### src/assert_macros.svh
// Assertion macros used by the top level of the subset enumerator.
`ifndef ASSERT_MACROS_SVH
`define ASSERT_MACROS_SVH

// The condition holds at every clock edge outside reset.
`define ASSERT_ALWAYS(label, cond, msg) \
    label: assert property (@(posedge clk) disable iff (!rst_n) (cond)) else $error(msg);

// The consequent holds at the same edge as the antecedent.
`define ASSERT_IMPL(label, ante, cons, msg) \
    label: assert property (@(posedge clk) disable iff (!rst_n) (ante) |-> (cons)) \
        else $error(msg);

// The consequent holds at the edge after the antecedent.
`define ASSERT_NEXT(label, ante, cons, msg) \
    label: assert property (@(posedge clk) disable iff (!rst_n) (ante) |=> (cons)) \
        else $error(msg);

`endif

### src/sce_pkg.sv
// Package of the subset enumerator: beat types, codes and default sizes.
package sce_pkg;

    // Default sizing of the enumerator.
    localparam int N_MAX_DEF = 32;
    localparam int K_MAX_DEF = 8;

    // Fixed widths of the beat fields.
    localparam int CNT_W      = 6;
    localparam int MASK_W     = 32;
    localparam int SIZE_OUT_W = 4;
    localparam int CFG_W      = 4;

    // Value of the size register after reset.
    localparam logic [CFG_W-1:0] MAX_FEAT_RESET = 4'd2;

    // Request codes.
    localparam logic REQ_START   = 1'b0;
    localparam logic REQ_ADVANCE = 1'b1;

    // One request beat.
    typedef struct packed {
        logic             req_type;
        logic [CNT_W-1:0] total_count;
    } in_beat_t;

    // One result beat.
    typedef struct packed {
        logic [MASK_W-1:0]     chosen_mask;
        logic [SIZE_OUT_W-1:0] subset_size;
        logic                  valid_res;
        logic                  final_subset;
    } out_beat_t;

    // Commands from the controller to the datapath.
    typedef struct packed {
        logic step;
        logic emit;
    } dp_cmd_t;

endpackage

### src/subset_combination_enumerator.sv
// Top level of the subset enumerator: controller, datapath and checks.
// Usage:
// A request beat on req either starts a new enumeration (req_type start,
// total_count gives the item count, saturated to N_MAX) or advances to the
// next subset. Each request beat gives exactly one result beat on res: a bit
// mask of the chosen items with its size, valid_res, and final_subset on the
// last subset of the whole enumeration. Sizes run from 1 up to the smaller of
// the size register capped at K_MAX and the item count minus one, subsets
// of one size in lexicographic order. The user writes the size register
// via cfg_we/cfg_data only while the block is idle (not enforced by the block);
// it is sampled at each start. Timing: an accept updates the index registers;
// the cycle after it, in the emit state, forms the result from them and no
// request is taken. While res_stall holds the result beat, req_stall stays high.
// Reset leaves no enumeration running, clears the result valid and sets the
// size register to 2; an advance before any start gives valid_res low.
`include "assert_macros.svh"

module subset_combination_enumerator #(
    parameter int N_MAX = sce_pkg::N_MAX_DEF,
    parameter int K_MAX = sce_pkg::K_MAX_DEF
) (
    input  logic                      clk,
    input  logic                      rst_n,
    input  logic                      req_valid,
    output logic                      req_stall,
    input  sce_pkg::in_beat_t         req,
    output logic                      res_valid,
    input  logic                      res_stall,
    output sce_pkg::out_beat_t        res,
    input  logic                      cfg_we,
    input  logic [sce_pkg::CFG_W-1:0] cfg_data
);

    sce_pkg::dp_cmd_t cmd;

    // Sequencing and handshake.
    sce_ctrl u_ctrl (
        .clk       (clk),
        .rst_n     (rst_n),
        .req_valid (req_valid),
        .req_stall (req_stall),
        .res_valid (res_valid),
        .res_stall (res_stall),
        .cmd       (cmd)
    );

    // Enumeration state and result register.
    sce_datapath #(
        .N_MAX (N_MAX),
        .K_MAX (K_MAX)
    ) u_datapath (
        .clk      (clk),
        .rst_n    (rst_n),
        .cmd      (cmd),
        .req      (req),
        .cfg_we   (cfg_we),
        .cfg_data (cfg_data),
        .res      (res)
    );

    // An accepted request blocks the next cycle and yields a result beat after the emit state.
    `ASSERT_NEXT(a_one_item_in_flight, req_valid && !req_stall, req_stall, "request accepted twice in a row")
    `ASSERT_IMPL(a_result_follows, req_valid && !req_stall, ##2 res_valid, "result beat missing after request")

    // An empty result carries no subset, and a given subset is never empty.
    `ASSERT_IMPL(a_empty_is_zero, res_valid && !res.valid_res, (res.chosen_mask == '0) && (res.subset_size == '0) && !res.final_subset, "empty result with nonzero fields")
    `ASSERT_IMPL(a_size_nonzero, res_valid && res.valid_res, res.subset_size != '0, "valid subset of size zero")

endmodule

### src/sce_ctrl.sv
// Controller of the subset enumerator: request handshake, result valid and sequencing.
module sce_ctrl (
    input  logic             clk,
    input  logic             rst_n,
    input  logic             req_valid,
    output logic             req_stall,
    output logic             res_valid,
    input  logic             res_stall,
    output sce_pkg::dp_cmd_t cmd
);

    typedef enum logic {
        ST_IDLE,
        ST_EMIT
    } state_t;

    state_t state_reg;
    state_t state_next;
    logic   out_valid_reg;
    logic   out_valid_next;
    logic   accept;

    // Take a request only when no result is formed and the result register is free.
    assign req_stall = (state_reg == ST_EMIT) || (out_valid_reg && res_stall);
    assign accept    = req_valid && !req_stall;
    assign res_valid = out_valid_reg;

    // The state update happens at the accept edge, the result is formed in the cycle after.
    assign cmd.step = accept;
    assign cmd.emit = (state_reg == ST_EMIT);

    // Next state and result valid.
    always_comb
    begin
        state_next     = state_reg;
        out_valid_next = out_valid_reg;
        unique case (state_reg)
            ST_IDLE:
            begin
                if (out_valid_reg && !res_stall)
                begin
                    out_valid_next = 1'b0;
                end
                if (accept)
                begin
                    state_next = ST_EMIT;
                end
            end
            ST_EMIT:
            begin
                out_valid_next = 1'b1;
                state_next     = ST_IDLE;
            end
            default:
            begin
                state_next = ST_IDLE;
            end
        endcase
    end

    // State and registered outputs.
    always_ff @(posedge clk or negedge rst_n)
    begin
        if (!rst_n)
        begin
            state_reg     <= ST_IDLE;
            out_valid_reg <= 1'b0;
        end
        else
        begin
            state_reg     <= state_next;
            out_valid_reg <= out_valid_next;
        end
    end

endmodule

### src/sce_datapath.sv
// Datapath of the subset enumerator: index registers, next-subset logic and result register.
module sce_datapath #(
    parameter int N_MAX = sce_pkg::N_MAX_DEF,
    parameter int K_MAX = sce_pkg::K_MAX_DEF
) (
    input  logic                      clk,
    input  logic                      rst_n,
    input  sce_pkg::dp_cmd_t          cmd,
    input  sce_pkg::in_beat_t         req,
    input  logic                      cfg_we,
    input  logic [sce_pkg::CFG_W-1:0] cfg_data,
    output sce_pkg::out_beat_t        res
);

    localparam int IDX_W = $clog2(N_MAX);
    localparam int TW    = $clog2(N_MAX + 1);
    localparam int SZ_W  = $clog2(K_MAX + 1);
    localparam int PW    = (K_MAX > 1) ? $clog2(K_MAX) : 1;
    localparam int CMP_W = $clog2(N_MAX + K_MAX + (1 << sce_pkg::CNT_W));

    // Enumeration state.
    logic [IDX_W-1:0]          idx_reg [K_MAX];
    logic [IDX_W-1:0]          idx_next [K_MAX];
    logic [SZ_W-1:0]           size_reg, size_next;
    logic [TW-1:0]             total_reg, total_next;
    logic [SZ_W-1:0]           limit_reg, limit_next;
    logic                      running_reg, running_next;
    logic                      pend_reg, pend_next;
    logic [sce_pkg::CFG_W-1:0] max_feat_reg;
    sce_pkg::out_beat_t        out_reg, out_next;

    // Helpers.
    logic [CMP_W-1:0]          top_val [K_MAX];
    logic [K_MAX-1:0]          can_inc;
    logic                      found;
    logic [PW-1:0]             sel;
    logic [IDX_W-1:0]          base;
    logic [TW-1:0]             n_sat;
    logic [CMP_W-1:0]          lim_feat;
    logic [CMP_W-1:0]          lim;
    logic [sce_pkg::MASK_W-1:0] mask;
    logic                      last_of_size;
    logic                      last;

    // Highest value each position may hold for the current size.
    always_comb
    begin
        for (int p = 0; p < K_MAX; p++)
        begin
            top_val[p] = CMP_W'(total_reg) + CMP_W'(p) - CMP_W'(size_reg);
        end
    end

    // Priority select of the highest position that can still be raised.
    always_comb
    begin
        found = 1'b0;
        sel   = '0;
        for (int p = 0; p < K_MAX; p++)
        begin
            can_inc[p] = (CMP_W'(p) < CMP_W'(size_reg)) &&
                         (CMP_W'(idx_reg[p]) < top_val[p]);
            if (can_inc[p])
            begin
                found = 1'b1;
                sel   = PW'(p);
            end
        end
        base = idx_reg[sel] + IDX_W'(1);
    end

    // Saturated count and size limit of a new enumeration.
    always_comb
    begin
        if (CMP_W'(req.total_count) > CMP_W'(N_MAX))
        begin
            n_sat = TW'(N_MAX);
        end
        else
        begin
            n_sat = TW'(req.total_count);
        end
        if (CMP_W'(max_feat_reg) > CMP_W'(K_MAX))
        begin
            lim_feat = CMP_W'(K_MAX);
        end
        else
        begin
            lim_feat = CMP_W'(max_feat_reg);
        end
        priority if (n_sat == '0)
        begin
            lim = '0;
        end
        else if (lim_feat > CMP_W'(n_sat) - CMP_W'(1))
        begin
            lim = CMP_W'(n_sat) - CMP_W'(1);
        end
        else
        begin
            lim = lim_feat;
        end
    end

    // Mask and end test of the current subset; indices of 32 and above shift out.
    always_comb
    begin
        mask         = '0;
        last_of_size = 1'b1;
        for (int p = 0; p < K_MAX; p++)
        begin
            if (CMP_W'(p) < CMP_W'(size_reg))
            begin
                mask = mask | (sce_pkg::MASK_W'(1) << idx_reg[p]);
                if (CMP_W'(idx_reg[p]) != top_val[p])
                begin
                    last_of_size = 1'b0;
                end
            end
        end
        last = pend_reg && (size_reg >= limit_reg) && last_of_size;
    end

    // Next state for a request beat or for forming a result.
    always_comb
    begin
        idx_next     = idx_reg;
        size_next    = size_reg;
        total_next   = total_reg;
        limit_next   = limit_reg;
        running_next = running_reg;
        pend_next    = pend_reg;
        out_next     = out_reg;
        if (cmd.step)
        begin
            if (req.req_type == sce_pkg::REQ_START)
            begin
                total_next = n_sat;
                limit_next = SZ_W'(lim);
                for (int i = 0; i < K_MAX; i++)
                begin
                    idx_next[i] = '0;
                end
                if (lim == '0)
                begin
                    running_next = 1'b0;
                    size_next    = '0;
                    pend_next    = 1'b0;
                end
                else
                begin
                    running_next = 1'b1;
                    size_next    = SZ_W'(1);
                    pend_next    = 1'b1;
                end
            end
            else if (!running_reg)
            begin
                pend_next = 1'b0;
            end
            else if (found)
            begin
                // Raise the selected position and pack the following ones behind it.
                for (int m = 0; m < K_MAX; m++)
                begin
                    if (CMP_W'(m) == CMP_W'(sel))
                    begin
                        idx_next[m] = base;
                    end
                    else if ((CMP_W'(m) > CMP_W'(sel)) && (CMP_W'(m) < CMP_W'(size_reg)))
                    begin
                        idx_next[m] = base + IDX_W'(m) - IDX_W'(sel);
                    end
                end
                pend_next = 1'b1;
            end
            else if (size_reg >= limit_reg)
            begin
                running_next = 1'b0;
                pend_next    = 1'b0;
            end
            else
            begin
                // First subset of the next size.
                size_next = size_reg + SZ_W'(1);
                for (int i = 0; i < K_MAX; i++)
                begin
                    if (CMP_W'(i) <= CMP_W'(size_reg))
                    begin
                        idx_next[i] = IDX_W'(i);
                    end
                    else
                    begin
                        idx_next[i] = '0;
                    end
                end
                pend_next = 1'b1;
            end
        end
        else if (cmd.emit)
        begin
            if (pend_reg)
            begin
                out_next.chosen_mask  = mask;
                out_next.subset_size  = sce_pkg::SIZE_OUT_W'(size_reg);
                out_next.valid_res    = 1'b1;
                out_next.final_subset = last;
            end
            else
            begin
                out_next = '0;
            end
            running_next = running_reg && !last;
        end
    end

    // Enumeration state and configuration register.
    always_ff @(posedge clk or negedge rst_n)
    begin
        if (!rst_n)
        begin
            for (int i = 0; i < K_MAX; i++)
            begin
                idx_reg[i] <= '0;
            end
            size_reg     <= '0;
            total_reg    <= '0;
            limit_reg    <= '0;
            running_reg  <= 1'b0;
            pend_reg     <= 1'b0;
            max_feat_reg <= sce_pkg::MAX_FEAT_RESET;
        end
        else
        begin
            idx_reg     <= idx_next;
            size_reg    <= size_next;
            total_reg   <= total_next;
            limit_reg   <= limit_next;
            running_reg <= running_next;
            pend_reg    <= pend_next;
            if (cfg_we)
            begin
                max_feat_reg <= cfg_data;
            end
        end
    end

    // Result payload register.
    always_ff @(posedge clk)
    begin
        out_reg <= out_next;
    end

    assign res = out_reg;

endmodule
### config.mk
export PLATFORM = sky130hd
export DESIGN_NAME = subset_combination_enumerator
export DESIGN_NICKNAME = d
export VERILOG_FILES = /design/src/sce_pkg.sv /design/src/subset_combination_enumerator.sv /design/src/sce_ctrl.sv /design/src/sce_datapath.sv
export VERILOG_INCLUDE_DIRS = /design/src /design/src/src
export SDC_FILE = /design/constraint.sdc
export NUM_CORES = 1
export LEC_CHECK = 0
export BUFFER_PORTS_ARGS = -buffer_cell sky130_fd_sc_hd__buf_2
export CORE_UTILIZATION = 55
export CTS_CLUSTER_SIZE = 24
export DETAILED_ROUTE_END_ITERATION = 8
export PLACE_DENSITY = 0.81
export SYNTH_ARGS = -nofsm -noshare
export SYNTH_HDL_FRONTEND = slang
export SYNTH_SLANG_ARGS = --single-unit
### constraint.sdc
create_clock -name clk -period 6.8 [get_ports clk]
set_clock_uncertainty 0.15 [all_clocks]
set_input_delay 1.36 -clock clk [delete_from_list [all_inputs] [get_ports clk]]
set_output_delay 1.36 -clock clk [all_outputs]
set_load 0.05 [all_outputs]
## Word-level counts from Yosys, hierarchy flattened

Index checks and enable logic that the tools add are counted.

- $add $sub $neg: 32
- Magnitude comparators: 35
- Equality and inequality tests: 28
- Shift-type cells: 8
- Muxes and demuxes: 89
- Bitwise operators: 11
- Reductions and logical operators: 40

Operator list:

| cell | count |
|---|---|
| 32-bit two-way mux | 8 |
| 1-bit by 5-bit << shifter with 32-bit output (first input constant) | 8 |
| 32-bit bitwise OR | 7 |
| 40-bit two-way mux | 4 |
| 5-bit two-way mux | 17 |
| 5-bit by 7-bit less-than comparator with 1-bit output | 8 |
| 5-bit by 7-bit != test with 1-bit output | 8 |
| 7-bit by 4-bit subtractor with 7-bit output | 7 |
| 1-bit two-way mux | 36 |
| 4-bit AND reduction | 9 |
| 5-bit by 3-bit subtractor with 5-bit output | 7 |
| 6-bit by 3-bit adder with 7-bit output (second input constant) | 4 |
| 4-bit != test (second input constant) | 7 |
| 3-bit two-way mux | 8 |
| 1-bit logical AND | 21 |
| 5-bit by 3-bit adder with 5-bit output (second input constant) | 4 |
| 4-bit two-way mux | 5 |
| 3-bit by 4-bit less-or-equal comparator with 1-bit output (first input constant) | 4 |
| 3-bit by 4-bit less-than comparator with 1-bit output (first input constant) | 4 |
| 5-bit binary-select mux with 3-bit select | 1 |
| 6-bit by 2-bit adder with 7-bit output (second input constant) | 2 |
| 7-bit two-way mux | 2 |
| 3-bit equality test (first input constant) | 4 |
| 3-bit > comparator (first input constant) | 4 |
| 35 further kinds | 54 |

- Flip-flop bits (word level): 100
- Bits of input ports: 16
- Output and inout port bits: 40
- Word-level logic and storage cells: 263

## Depth between registers and ports, before layout

Gate-level depths: netlist (run 1).

- Word-level depth: 23
- Gate-level depth with buffers: 32

## Cells and area by module

From an unflattened synthesis (run 1), not the netlist that was laid out.

- Cell total of the unflattened synthesis: 1,327
- Area, all modules: 10,646.5 µm²

By module, submodules not included:

| module | times used | cells each | area each (µm²) | sequential area each (µm²) |
|---|---|---|---|---|
| sce_datapath | 1 | 1,318 | 10,553.9 | 2,643.8 |
| sce_ctrl | 1 | 9 | 92.6 | 50.0 |

## Worst setup path before layout (run 1)

No wires, ideal clock.

- Path type: flip-flop to flip-flop
- Start point: register u_datapath.size_reg[2]
- End point: register u_datapath.idx_reg[19] (netlist name)
- Setup time: 0.080 ns
- Arrival time: 6.931 ns
- Path slack: -0.361 ns
- Stages on the path, launching flop included: 30
- Buffers on the path: 2
- Clock period less this slack: 7.161 ns
- Path through: dfrtp_1 -> ha_1 -> inv_1 -> ha_1 -> a21o_1 -> a21oi_1 -> xnor2_1 -> ha_1 -> and2_0 -> a221o_1 -> or3b_1 -> and2_1 -> clkbuf_1 -> a211o_1 -> a21oi_4 -> mux2_2 -> a211oi_4 -> ha_1 -> xor2_1 -> inv_1 -> ha_1 -> clkbuf_1 -> inv_1 -> ha_1 -> a21o_1 -> a21oi_1 -> xnor2_1 -> nor2_1 -> mux2_2 -> o21ai_1

- Word-level cells in the longest chain between the ends: 22

Ends and longest elaborated chain:

| item | RTL line | text |
|---|---|---|
| start, declared | sce_datapath.sv:24 | `logic [SZ_W-1:0] size_reg, size_next;` |
| start signal, assigned | sce_datapath.sv:236 | `size_reg <= size_next;` |
| 7-bit by 4-bit subtractor with 7-bit output | sce_datapath.sv:50 | `top_val[p] = CMP_W'(total_reg) + CMP_W'(p) - CMP_W'(size_reg);` |
| 5-bit by 7-bit less-than comparator with 1-bit output | sce_datapath.sv:62 | `(CMP_W'(idx_reg[p]) < top_val[p]);` |
| 1-bit logical AND | sce_datapath.sv:61 | `can_inc[p] = (CMP_W'(p) < CMP_W'(size_reg)) &&` |
| 1-bit two-way mux | sce_datapath.sv:63 | `if (can_inc[p])` |
| 2-bit two-way mux (2 in a row) | sce_datapath.sv:63 |  |
| 3-bit two-way mux (4 in a row) | sce_datapath.sv:63 |  |
| 3-bit NOT with 4-bit output (implied by the code) | sce_datapath.sv:69 | `base = idx_reg[sel] + IDX_W'(1);` |
| 5-bit binary-select mux with 3-bit select | sce_datapath.sv:69 |  |
| 5-bit two-way mux (implied by the code) (2 in a row) | sce_datapath.sv:69 |  |
| 5-bit by 1-bit adder with 5-bit output | sce_datapath.sv:69 |  |
| 5-bit by 3-bit adder with 5-bit output | sce_datapath.sv:172 | `idx_next[m] = base + IDX_W'(m) - IDX_W'(sel);` |
| 5-bit by 3-bit subtractor with 5-bit output | sce_datapath.sv:172 |  |
| 5-bit two-way mux | sce_datapath.sv:170 | `else if ((CMP_W'(m) > CMP_W'(sel)) && (CMP_W'(m) < CMP_W'(size_reg)))` |
| 5-bit two-way mux | sce_datapath.sv:166 | `if (CMP_W'(m) == CMP_W'(sel))` |
| 40-bit two-way mux | sce_datapath.sv:161 | `else if (found)` |
| 40-bit two-way mux | sce_datapath.sv:157 | `else if (!running_reg)` |
| 40-bit two-way mux | sce_datapath.sv:136 | `if (req.req_type == sce_pkg::REQ_START)` |
| end signal, assigned | sce_datapath.sv:235 | `idx_reg <= idx_next;` |
| end, declared | sce_datapath.sv:22 | `logic [IDX_W-1:0] idx_reg [K_MAX];` |

Parallel ways exist; a longest one is shown, timed or not. The select of a mux whose other input is x is not followed.
A chain may end at the register's enable or synchronous reset.

## Final worst setup path (run 1)

Same ends and word-level chain as after synthesis.

==> results by group, run 1 <==
Synthesis
  • Seq cells post-synth: 100
  • Post-synthesis xor/xnor area fraction: ~4.7%
  • Seq/Total Area, Yosys: between 20% and 30%
  • Net Count, Synth: roughly 1400
  • Synth unique cells: 90
  • Syn Std Cell Area: 10500 µm²
  • Mapped Cells: 1326
  • Simple-gate area share of the yosys netlist: 22.0%
  • Yosys top cell area share: 14.5%
  • Dominant synthesized flop cell: dfrtp_1
  • Dominant cells by area after synthesis: dfrtp_1 (14%), ha_1 (12%), edfxtp_1 (11%), nand2_1 (6.2%), nor2_1 (4.7%)
  • FFs w/ async S/R, synth: 62.0%
  • Post-synth top cells: nand2_1 (175), nor2_1 (133), ha_1 (98)
  • Most numerous cell in the Yosys netlist: nand2_1
  • Largest family of logic cells by synthesized area: compound AO/OA/AOI/OAI gates
  • Number of synthesized flops with an enable pin: 38
  • Complex-gate fraction of the synthesized area: 25.4%
  • Post-synthesis mux area share: 3.52%
  • Adder-cell share of the synthesized area: 13.4%
  • Yosys warns: 0
  • Synth Area per Inst: 7.94 µm²
  • Area leader, netlist: dfrtp_1

Clocking
  • Clock buffer depth: 2
  • CTS tree: built
  • CTS Buf Count: 9
  • Clk slew on worst S/H paths: 0.08 ns
  • CTS Root Cell: clkbuf_16
  • H-tree levels: 3
  • Clock Latency Late Sink: between 0.3 and 0.4 ns
  • CTS Sinks: 100

Job
  • Max-Cap Viols: 0

Detailed routing
  • WL/cell: 26.4 µm
  • DRT Pass-1 Iters: 8
  • Final wirelength: 43.6 mm
  • Residual DRC: 0
  • DRT antenna net count: 0
  • DR vias/cell: 6.91
  • Routed vias: 11400
  • Initial drt markers: 1561

Min path
  • Hold Path End: u_datapath.limit_reg[1]
  • WHS Path Cells: 2
  • Hold_sp: u_datapath.limit_reg[1]
  • Worst Hold Class: register to register

Power
  • PwrDens: roughly 520 nW/µm²
  • Worst vdd ir: a little over 0.7 mV
  • LEAKAGE: 5.03 nW

STA
  • Fin crit share: 96.1%
  • RSZ-0062 raised after global routing: yes
  • Least-Margin Pin Slew: 1.03 ns
  • Final Max Slew Viols: 0
  • Relative slew slack: between 20 and 30%
  • Setup_tns: 0 ns
  • Final min period: 6.53 ns
  • # setup viols final: 0
  • Fmax achieved: about 0.15 GHz
  • Final hold vios: 0
  • WHS: 0.340 ns

Cells and area
  • Finished Core Util: between 60% and 70%
  • Number of diodes: 0
  • Total Nets Final: 1535
  • Max reg flops: 40
  • Synth-to-Final Area Change: 13.2%
  • Layout cells sized above 1: 15.9%

Global route
  • Largest net degree at the start of global routing: between 60 and 70
  • GRT Total Usage: between 40% and 50%
  • First-pass GRT wire length: 65.2 mm
  • M1 GR Usage: 57.5%
  • Most Crowded Layer GR: met2
  • Gr ovfl total: 0
  • Met3 global-route usage: 15.0%
  • Vias in the first global route: 10700
  • Initial antenna violation count: 0
  • Grt met2 use: 66.0%

Floorplan
  • Starting density of the core: 56.1%
  • # rows: 50
  • DIE HEIGHT: between 100 and 150 µm
  • # IOs: 56
  • Core outline area: 18800 µm²
  • Die ar.: a little under 20000 µm²
  • Die W: 140 µm

Critical path
  • CP Class: register to register
  • Reg2reg start: u_datapath.size_reg[2]
  • Crit start category: register
  • Worst-path fanout max: 7
  • FF-to-FF path depth: 27
  • Worst reg2reg endpoint: u_datapath.idx_reg[19]
  • Internal reg-to-reg setup slack: 0.27 ns
  • Worst EP required: 6.94 ns
  • Worst path arrival time: about 6.7 ns
  • Crit. End Element: register

Outcome
  • Outcome: completed

Place
  • GP Congestion: 1.08
  • HPWL Detailed: around 33 mm
  • PortBufs: 55
-- cells in the final DEF (no fill, tap or decap), types with 10 or more instances in the layout --
master | netlist | routed
nand4_1 | 11 | 11
nor2_1 | 133 | 133
o21a_1 | 14 | 14
o22ai_1 | 26 | 26
nor2b_1 | 18 | 18
buf_2 | 5 | 55
a21o_1 | 17 | 17
a221oi_1 | 15 | 12
nor3_1 | 35 | 35
buf_4 | 0 | 79
mux2_2 | 12 | 12
a21oi_1 | 91 | 90
inv_1 | 73 | 70
o32ai_1 | 11 | 11
a31oi_1 | 11 | 11
o21ai_1 | 12 | 12
o21ai_0 | 83 | 83
nand3_1 | 35 | 35
xor2_1 | 16 | 15
o221ai_1 | 18 | 18
mux2i_1 | 19 | 19
xnor2_1 | 34 | 32
dfrtp_1 | 61 | 58
o31ai_1 | 15 | 15
or2_2 | 10 | 10
ha_1 | 98 | 91
nand2_1 | 175 | 175
nand2b_1 | 22 | 22
edfxtp_1 | 38 | 38
-- how the worst max path moves through the flow --
stage	slack, ns	cells after the start	start	to
after global routing	-0.04	28	u_datapath.total_reg[2]	u_datapath.idx_reg[13]
after floorplan	0.03	30	u_datapath.size_reg[1]	u_datapath.idx_reg[19]
final	0.27	27	u_datapath.size_reg[2]	u_datapath.idx_reg[19]
after CTS	0.06	30	u_datapath.size_reg[1]	u_datapath.idx_reg[29]
after detailed placement	0.04	28	u_datapath.size_reg[1]	u_datapath.idx_reg[29]
after global placement	0.20	27	u_datapath.total_reg[1]	u_datapath.idx_reg[34]
-- worst max-delay path, stage by stage, from the launching register on --
cell and delay [ns]:
dfrtp_2 0.47, ha_4 0.30, clkinvlp_4 0.15, ha_4 0.29
a21o_1 0.21, a21oi_1 0.18, xnor2_1 0.10, ha_1 0.31
and2_0 0.16, a221o_1 0.16, or3b_1 0.40, and2_2 0.27
a211o_1 0.34, a21oi_4 0.25, mux2_2 0.39, a211oi_4 0.28
ha_4 0.22, xor2_4 0.15, inv_1 0.10, ha_4 0.30
inv_1 0.06, ha_1 0.21, a21o_1 0.17, a21oi_1 0.19
xnor2_1 0.08, nor2_1 0.10, mux2_2 0.34, o21ai_1 0.11
-- cell type report --
class / instances / area, µm²
multi-input cells: 1085 / 7440
inverters: 80 / 304
fillers: 1652 / 6840
clock buffers: 9 / 225
flip-flops and latches: 100 / 2700
well taps: 234 / 293
clock inverters: 7 / 62.6
repair buffers: 136 / 900
-- power breakdown --
part	internal (mW)	switching, mW	total [mW]
logic	1.79	2.86	4.66
registers	0.774	0.244	1.02
clock network	0.259	0.278	0.537
-- kinds of logic (layout without fill, tap and decap cells) --
group | after synthesis | after routing
adders and majority gates | 107 | 107
and+or+nand+nor | 500 | 500
muxes | 34 | 34
buffers and inverters | 141 | 232
xor gates and xnor gates | 53 | 53
DFF | 100 | 100
AOI/OAI and AO/OA | 391 | 391
-- layer usage --
| metal | up-vias | part of all wire [%] | wire [µm] |
|---|---|---|---|
| li1 | 5002 | - | - |
| met1 | 5269 | 38 | 16700 |
| met2 | 912 | 41 | 18000 |
| met3 | 233 | 14 | 6090 |
| met4 | 0 | 6.4 | 2770 |
| met5 | - | 0 | 0 |
-- per-stage QoR --
step | instance area [µm²] | cells | power, mW | worst slack [ns]
2_1_floorplan | 10600 | 1326 | 3.96 | 0.0294
3_3_place_gp | 11500 | 1629 | 5.31 | 0.200
3_5_place_dp | 11500 | 1629 | 5.35 | 0.0391
4_1_cts | 11800 | 1647 | 5.91 | 0.0605
5_1_grt | 11900 | 1651 | 6.57 | -0.0430
6_report | 11900 | 1651 | 6.21 | 0.268
-- repair_timing --
item | CTS | global route
resized for setup | 0 | 21
buffers inserted | 2 | 4
hold buffers | 0 | 0
setup endpoints to repair | 3 | 28
pin swaps | 1 | 5
No activity file was read; power rests on OpenSTA's default activity.
==> run 2: changes to the inputs <==
--- a/config.mk
+++ b/config.mk
@@ -7,10 +7,14 @@
 export NUM_CORES = 1
 export LEC_CHECK = 0
 export BUFFER_PORTS_ARGS = -buffer_cell sky130_fd_sc_hd__buf_2
-export CORE_UTILIZATION = 55
+export CAP_MARGIN = 20
+export CELL_PAD_IN_SITES_DETAIL_PLACEMENT = 1
+export CELL_PAD_IN_SITES_GLOBAL_PLACEMENT = 1
+export CORE_UTILIZATION = 43
 export CTS_CLUSTER_SIZE = 24
 export DETAILED_ROUTE_END_ITERATION = 8
-export PLACE_DENSITY = 0.81
+export PLACE_DENSITY = 0.83
+export SKIP_CTS_REPAIR_TIMING = 1
 export SYNTH_ARGS = -nofsm -noshare
 export SYNTH_HDL_FRONTEND = slang
 export SYNTH_SLANG_ARGS = --single-unit
==> run 2 against run 1 <==
  * Cell count rose by 6.4%
  * Count of clock-buffer cells in the layout rose by 3
  * Combinational power up 9.0%
==> results by group, run 2 (synthesis gave the netlist of run 1 again) <==
Floorplan
  • Die ar.: 25100 µm²
  • Starting density of the core: 44.3%
  • # rows: 56
  • Core outline area: 23800 µm²
  • DIE HEIGHT: approximately 160 µm
  • Die W: around 160 µm
  • # IOs: 56

Power
  • PwrDens: roughly 540 nW/µm²
  • LEAKAGE: 5.17 nW
  • Worst vdd ir: 0.580 mV
  • Tot Pwr: 6.67 mW

Cells and area
  • Synth-to-Final Area Change: 16.8%
  • Commonest non-fill, non-tap cells in the layout: nand2_1 (175), nor2_1 (133), buf_4 (96)
  • Final instance area: 12300 µm²
  • Total Nets Final: 1555
  • Number of diodes: 0
  • Layout cells sized above 1: 17.7%
  • Max reg flops: 40
  • Finished Core Util: 51.8%
  • Fin cells: 1756
  • Most common cell after layout, fill and taps aside: nand2_1

STA
  • Final Max Slew Viols: 0
  • # setup viols final: 0
  • Fin crit share: 97.7%
  • Relative slew slack: 30.0%
  • Fmax achieved: 0.151 GHz
  • Least-Margin Pin Slew: ~1.1 ns
  • Post-route setup slack: 0.158 ns
  • Final min period: approximately 6.6 ns
  • Final hold vios: 0

Critical path
  • CP most frequent cell: inv_1
  • Crit. End Element: register
  • Worst EP required: ~7 ns
  • CP max stage delay: 0.53 ns
  • Crit-path slowest cell: fa_1
  • Internal reg-to-reg setup slack: around 0.16 ns
  • Worst-path fanout max: 6
  • Worst path arrival time: 6.76 ns
  • Crit start category: register
  • CP Class: register to register

Place
  • Placed Cells: 1732
  • GP Congestion: 1.07
  • Post-placement setup slack: -0.235 ns
  • PortBufs: 55
  • HPWL Detailed: 38.7 mm
  • Placed cell areas: roughly 12000 µm²

Job
  • Max-Cap Viols: 0

Detailed routing
  • DRT antenna net count: 0
  • DR vias/cell: 6.64
  • Routed vias: about 12000
  • Residual DRC: 0
  • WL/cell: around 29 µm
  • Final wirelength: 50.6 mm
  • DRT Pass-1 Iters: 6
  • Initial drt markers: 1092

Clocking
  • Clock Latency Late Sink: 0.37 ns
  • CTS Root Cell: clkbuf_16
  • Clk slew on worst S/H paths: 0.09 ns
  • CTS Sinks: 100
  • CTS Buf Count: 9
  • Clock buffer depth: 2
  • H-tree levels: 3
  • CTS tree: built

Global route
  • GRT Total Usage: 41.1%
  • Largest net degree at the start of global routing: 63
  • Most Crowded Layer GR: met2
  • Met3 global-route usage: 7.46%
  • M1 GR Usage: 53.9%
  • Vias in the first global route: 11500
  • Initial antenna violation count: 0
  • Gr ovfl total: 0
  • First-pass GRT wire length: 74.3 mm
  • Grt met2 use: a little over three fifths

Outcome
  • Outcome: completed

Min path
  • Worst Hold Class: register to register
run 2: critical path: cells and delay by family, from the launching register on:
kind / cells / cell delay [ns]
AO/OA/AOI/OAI: 10 / 1.96
adder cells (fa/ha/maj): 6 / 1.76
buffers and inverters: 6 / 0.62
XOR/XNOR: 4 / 0.62
AND/OR/NAND/NOR: 3 / 0.59
multiplexers: 2 / 0.43
flip-flops: 1 / 0.42
run 2: stage by stage:
step                TNS [ns]  hold slack (ns)
global route          -0.142            0.367
detailed placement     -1.93            0.325
CTS                    -2.68            0.343
global placement           0            0.318
floorplan                  0            0.300
finish                     0            0.336
run 2: path summary, 6_finish.rpt:
check                                         from                          to  cells after the start
min in group asynchronous                    rst_n  u_datapath.max_feat_reg[3]                      2
setup reg to reg            u_datapath.size_reg[1]      u_datapath.idx_reg[24]                     31
max in group asynchronous                    rst_n            u_ctrl.state_reg                      2
setup / recovery            u_datapath.size_reg[1]      u_datapath.idx_reg[24]                     31
hold reg to reg            u_datapath.limit_reg[1]     u_datapath.limit_reg[1]                      2
hold / removal             u_datapath.limit_reg[1]     u_datapath.limit_reg[1]                      2
run 2: routing by layer:
metal / share of wire, % / routed length, µm
met1: 40 / 20400
met2: 44 / 22000
met3: 9.3 / 4730
met4: 6.8 / 3420
met5: 0 / 0
run 2: cell type report:
| type | instances | area, µm² |
|---|---|---|
| Sequential cell | 100 | 2700 |
| Multi-Input combinational cell | 1085 | 7530 |
| Clock buffer | 12 | 259 |
| Timing Repair Buffer | 156 | 1060 |
| Tap cell | 319 | 399 |
| Clock inverter | 4 | 55.1 |
| Fill cell | 2900 | 11400 |
| Inverter | 80 | 300 |
run 2: power breakdown:
| group | internal (mW) | leakage (nW) | total [mW] | switching, mW |
|---|---|---|---|---|
| logic | 1.93 | 3.85 | 5.08 | 3.15 |
| clock network | 0.314 | 0.153 | 0.581 | 0.268 |
| registers | 0.774 | 1.17 | 1.02 | 0.242 |
| total | 3.01 | 5.17 | 6.67 | 3.66 |
==> run 3: changes to the inputs <==
--- a/config.mk
+++ b/config.mk
@@ -6,11 +6,12 @@
 export SDC_FILE = /design/constraint.sdc
 export NUM_CORES = 1
 export LEC_CHECK = 0
-export BUFFER_PORTS_ARGS = -buffer_cell sky130_fd_sc_hd__buf_2
+export BUFFER_PORTS_ARGS = -buffer_cell sky130_fd_sc_hd__clkbuf_2
 export CAP_MARGIN = 20
 export CELL_PAD_IN_SITES_DETAIL_PLACEMENT = 1
 export CELL_PAD_IN_SITES_GLOBAL_PLACEMENT = 1
 export CORE_UTILIZATION = 43
+export CTS_CLUSTER_DIAMETER = 50
 export CTS_CLUSTER_SIZE = 24
 export DETAILED_ROUTE_END_ITERATION = 8
 export PLACE_DENSITY = 0.83
==> run 3 against run 2 <==
  * Combinational power up 3%
  * Clock power down 3%
  * Utilization about the same
  * Wire length up 1.2%
  * Total power up 2.2%
  * Global-route usage up 0.31 points
  * Non-clock buffer count up 3
  * Critical path depth up 1
  * Flip-flop and latch count unchanged
  * Largest cell class unchanged
==> results by group, run 3 (synthesis gave the netlist of run 1 again) <==
Cells and area
  • Layout cells sized above 1: 18.9%
  • Layout filler cell count: 2904
  • Fin cells: about 1800
  • FF+latch area: 2700 µm²
  • Number of diodes: 0
  • Area occupied by multi-input gates: 7560 µm²
  • Finished Core Util: approximately half
  • Max reg flops: 40
  • Commonest non-fill, non-tap cells in the layout: nand2_1 (175), nor2_1 (133), buf_4 (103)
  • Total Nets Final: 1558
  • Most common cell after layout, fill and taps aside: nand2_1
  • Final instance area: 12300 µm²
  • Synth-to-Final Area Change: 16.9%

STA
  • Post-route setup slack: ~0.076 ns
  • Fin crit share: between 90 and 100%
  • Setup_tns: 0 ns
  • Fmax achieved: around 0.15 GHz
  • Final min period: 6.72 ns
  • WHS: about 0.34 ns
  • # setup viols final: 0
  • Least-Margin Pin Slew: 1.19 ns
  • Final Max Slew Viols: 0
  • Relative slew slack: 20.8%
  • Final hold vios: 0

Critical path
  • Worst EP required: roughly 6.9 ns
  • Crit-path slowest cell: fa_1
  • Reg2reg start: u_datapath.size_reg[1]
  • Worst path arrival time: slightly below 7 ns
  • Crit. End Element: register
  • Worst-path fanout max: 8
  • CP most frequent cell: buf_4
  • Worst reg2reg endpoint: u_datapath.idx_reg[4]
  • CP Class: register to register
  • CP max stage delay: 0.53 ns
  • FF-to-FF path depth: 32
  • Critical Path Source: u_datapath.size_reg[1]
  • Internal reg-to-reg setup slack: 0.08 ns
  • Crit start category: register

Min path
  • Worst Hold Class: register to register
  • Hold_sp: u_datapath.limit_reg[1]
  • Hold Path End: u_datapath.limit_reg[1]
  • WHS Path Cells: 2

Power
  • Net Sw Frac: 55.2%
  • NetSw: approximately 3.8 mW
  • Tot Pwr: 6.82 mW
  • PwrDens: 554 nW/µm²
  • Comb power frac: 76.6%
  • Clock Power Share: 8.3%
  • LEAKAGE: 5.17 nW
  • Worst vdd ir: around 0.65 mV
  • Internal Power: 3.05 mW
  • Reg power frac: around 15%

Detailed routing
  • Final wirelength: 51.2 mm
  • Residual DRC: 0
  • Routed vias: roughly 12000
  • WL/cell: roughly 29 µm
  • DRT antenna net count: 0
  • DR vias/cell: 6.67
  • DRT Pass-1 Iters: 6
  • Initial drt markers: between 1000 and 1500

Clocking
  • Clock buffer depth: 2
  • Clk slew on worst S/H paths: 0.09 ns
  • CTS Root Cell: clkbuf_16
  • Clock Latency Late Sink: roughly 0.38 ns
  • CTS Sinks: 100
  • CTS tree: built
  • CTS Buf Count: 9
  • H-tree levels: 3

Place
  • GP Congestion: 1.02
  • HPWL Detailed: roughly 40 mm
  • Placed cell areas: 11700 µm²
  • Placed Cells: approximately 1700
  • Post-placement setup slack: -0.140 ns
  • PortBufs: 55

Floorplan
  • Starting density of the core: 44.3%
  • # IOs: 56
  • Die ar.: 25100 µm²
  • DIE HEIGHT: 159 µm
  • Die W: 159 µm
  • Core outline area: 23800 µm²
  • # rows: between 50 and 60

Global route
  • Initial antenna violation count: 1
  • First-pass GRT wire length: 74.8 mm
  • GRT Total Usage: 41.4%
  • Vias in the first global route: 11800
  • Gr ovfl total: 0
  • Largest net degree at the start of global routing: 63

Outcome
  • Outcome: completed

Job
  • Max-Cap Viols: 0
==> run 3: cell count changes in the layout (fill, tap and decap cells not counted), sizes merged <==
| cell | previous run | this run |
|---|---|---|
| bufinv | 1 | 0 |
| buf | 156 | 104 |
| clkinvlp | 1 | 0 |
| inv | 78 | 80 |
| clkinv | 4 | 5 |
| clkbuf | 12 | 66 |
==> run 3: worst max-delay path: cells and delay by family (launching register included) <==
kind	cells	cell delay (ns)
compound gates	14	2.75
xor+xnor	2	0.23
fa+ha+maj	5	1.47
buf+inv	7	0.91
flops	1	0.43
mux	1	0.24
simple gates	3	0.43
==> run 3: layer usage <==
layer | global-route usage (%) | vias to the layer above | routed length [µm]
li1 | - | 5038 | -
met1 | 53.3 | 5728 | 20300
met2 | 63.3 | 748 | 22100
met3 | 8.60 | 225 | 5390
met4 | 25.4 | 0 | 3420
met5 | 0 | - | 0
==> run 3: power groups by stage <==
stage	sequential [mW]	clock [mW]	combinational [mW]
2_1_floorplan	0.990	0	2.97
3_3_place_gp	1.01	0	4.57
3_5_place_dp	1.02	0	4.71
4_1_cts	1.01	0.567	4.75
5_1_grt	1.03	0.581	5.55
6_report	1.03	0.563	5.22
==> run 3: area by class of cell <==
type | instances | area share (%)
repair buffers | 159 | 8.60
clock inverters | 5 | 0.396
well taps | 319 | 3.24
multi-input cells | 1085 | 61.3
clock buffers | 11 | 2.06
inverters | 80 | 2.44
flip-flops and latches | 100 | 21.9
==> run 3: how the worst max path moves through the flow <==
stage,endpoint,slack [ns],cells past startpoint
global route,u_datapath.idx_reg[4],-0.12,32
global placement,u_datapath.idx_reg[34],0.06,28
floorplan,u_datapath.idx_reg[19],0.03,30
CTS,u_datapath.idx_reg[9],-0.19,30
detailed placement,u_datapath.idx_reg[9],-0.14,29
finish,u_datapath.idx_reg[4],0.08,32
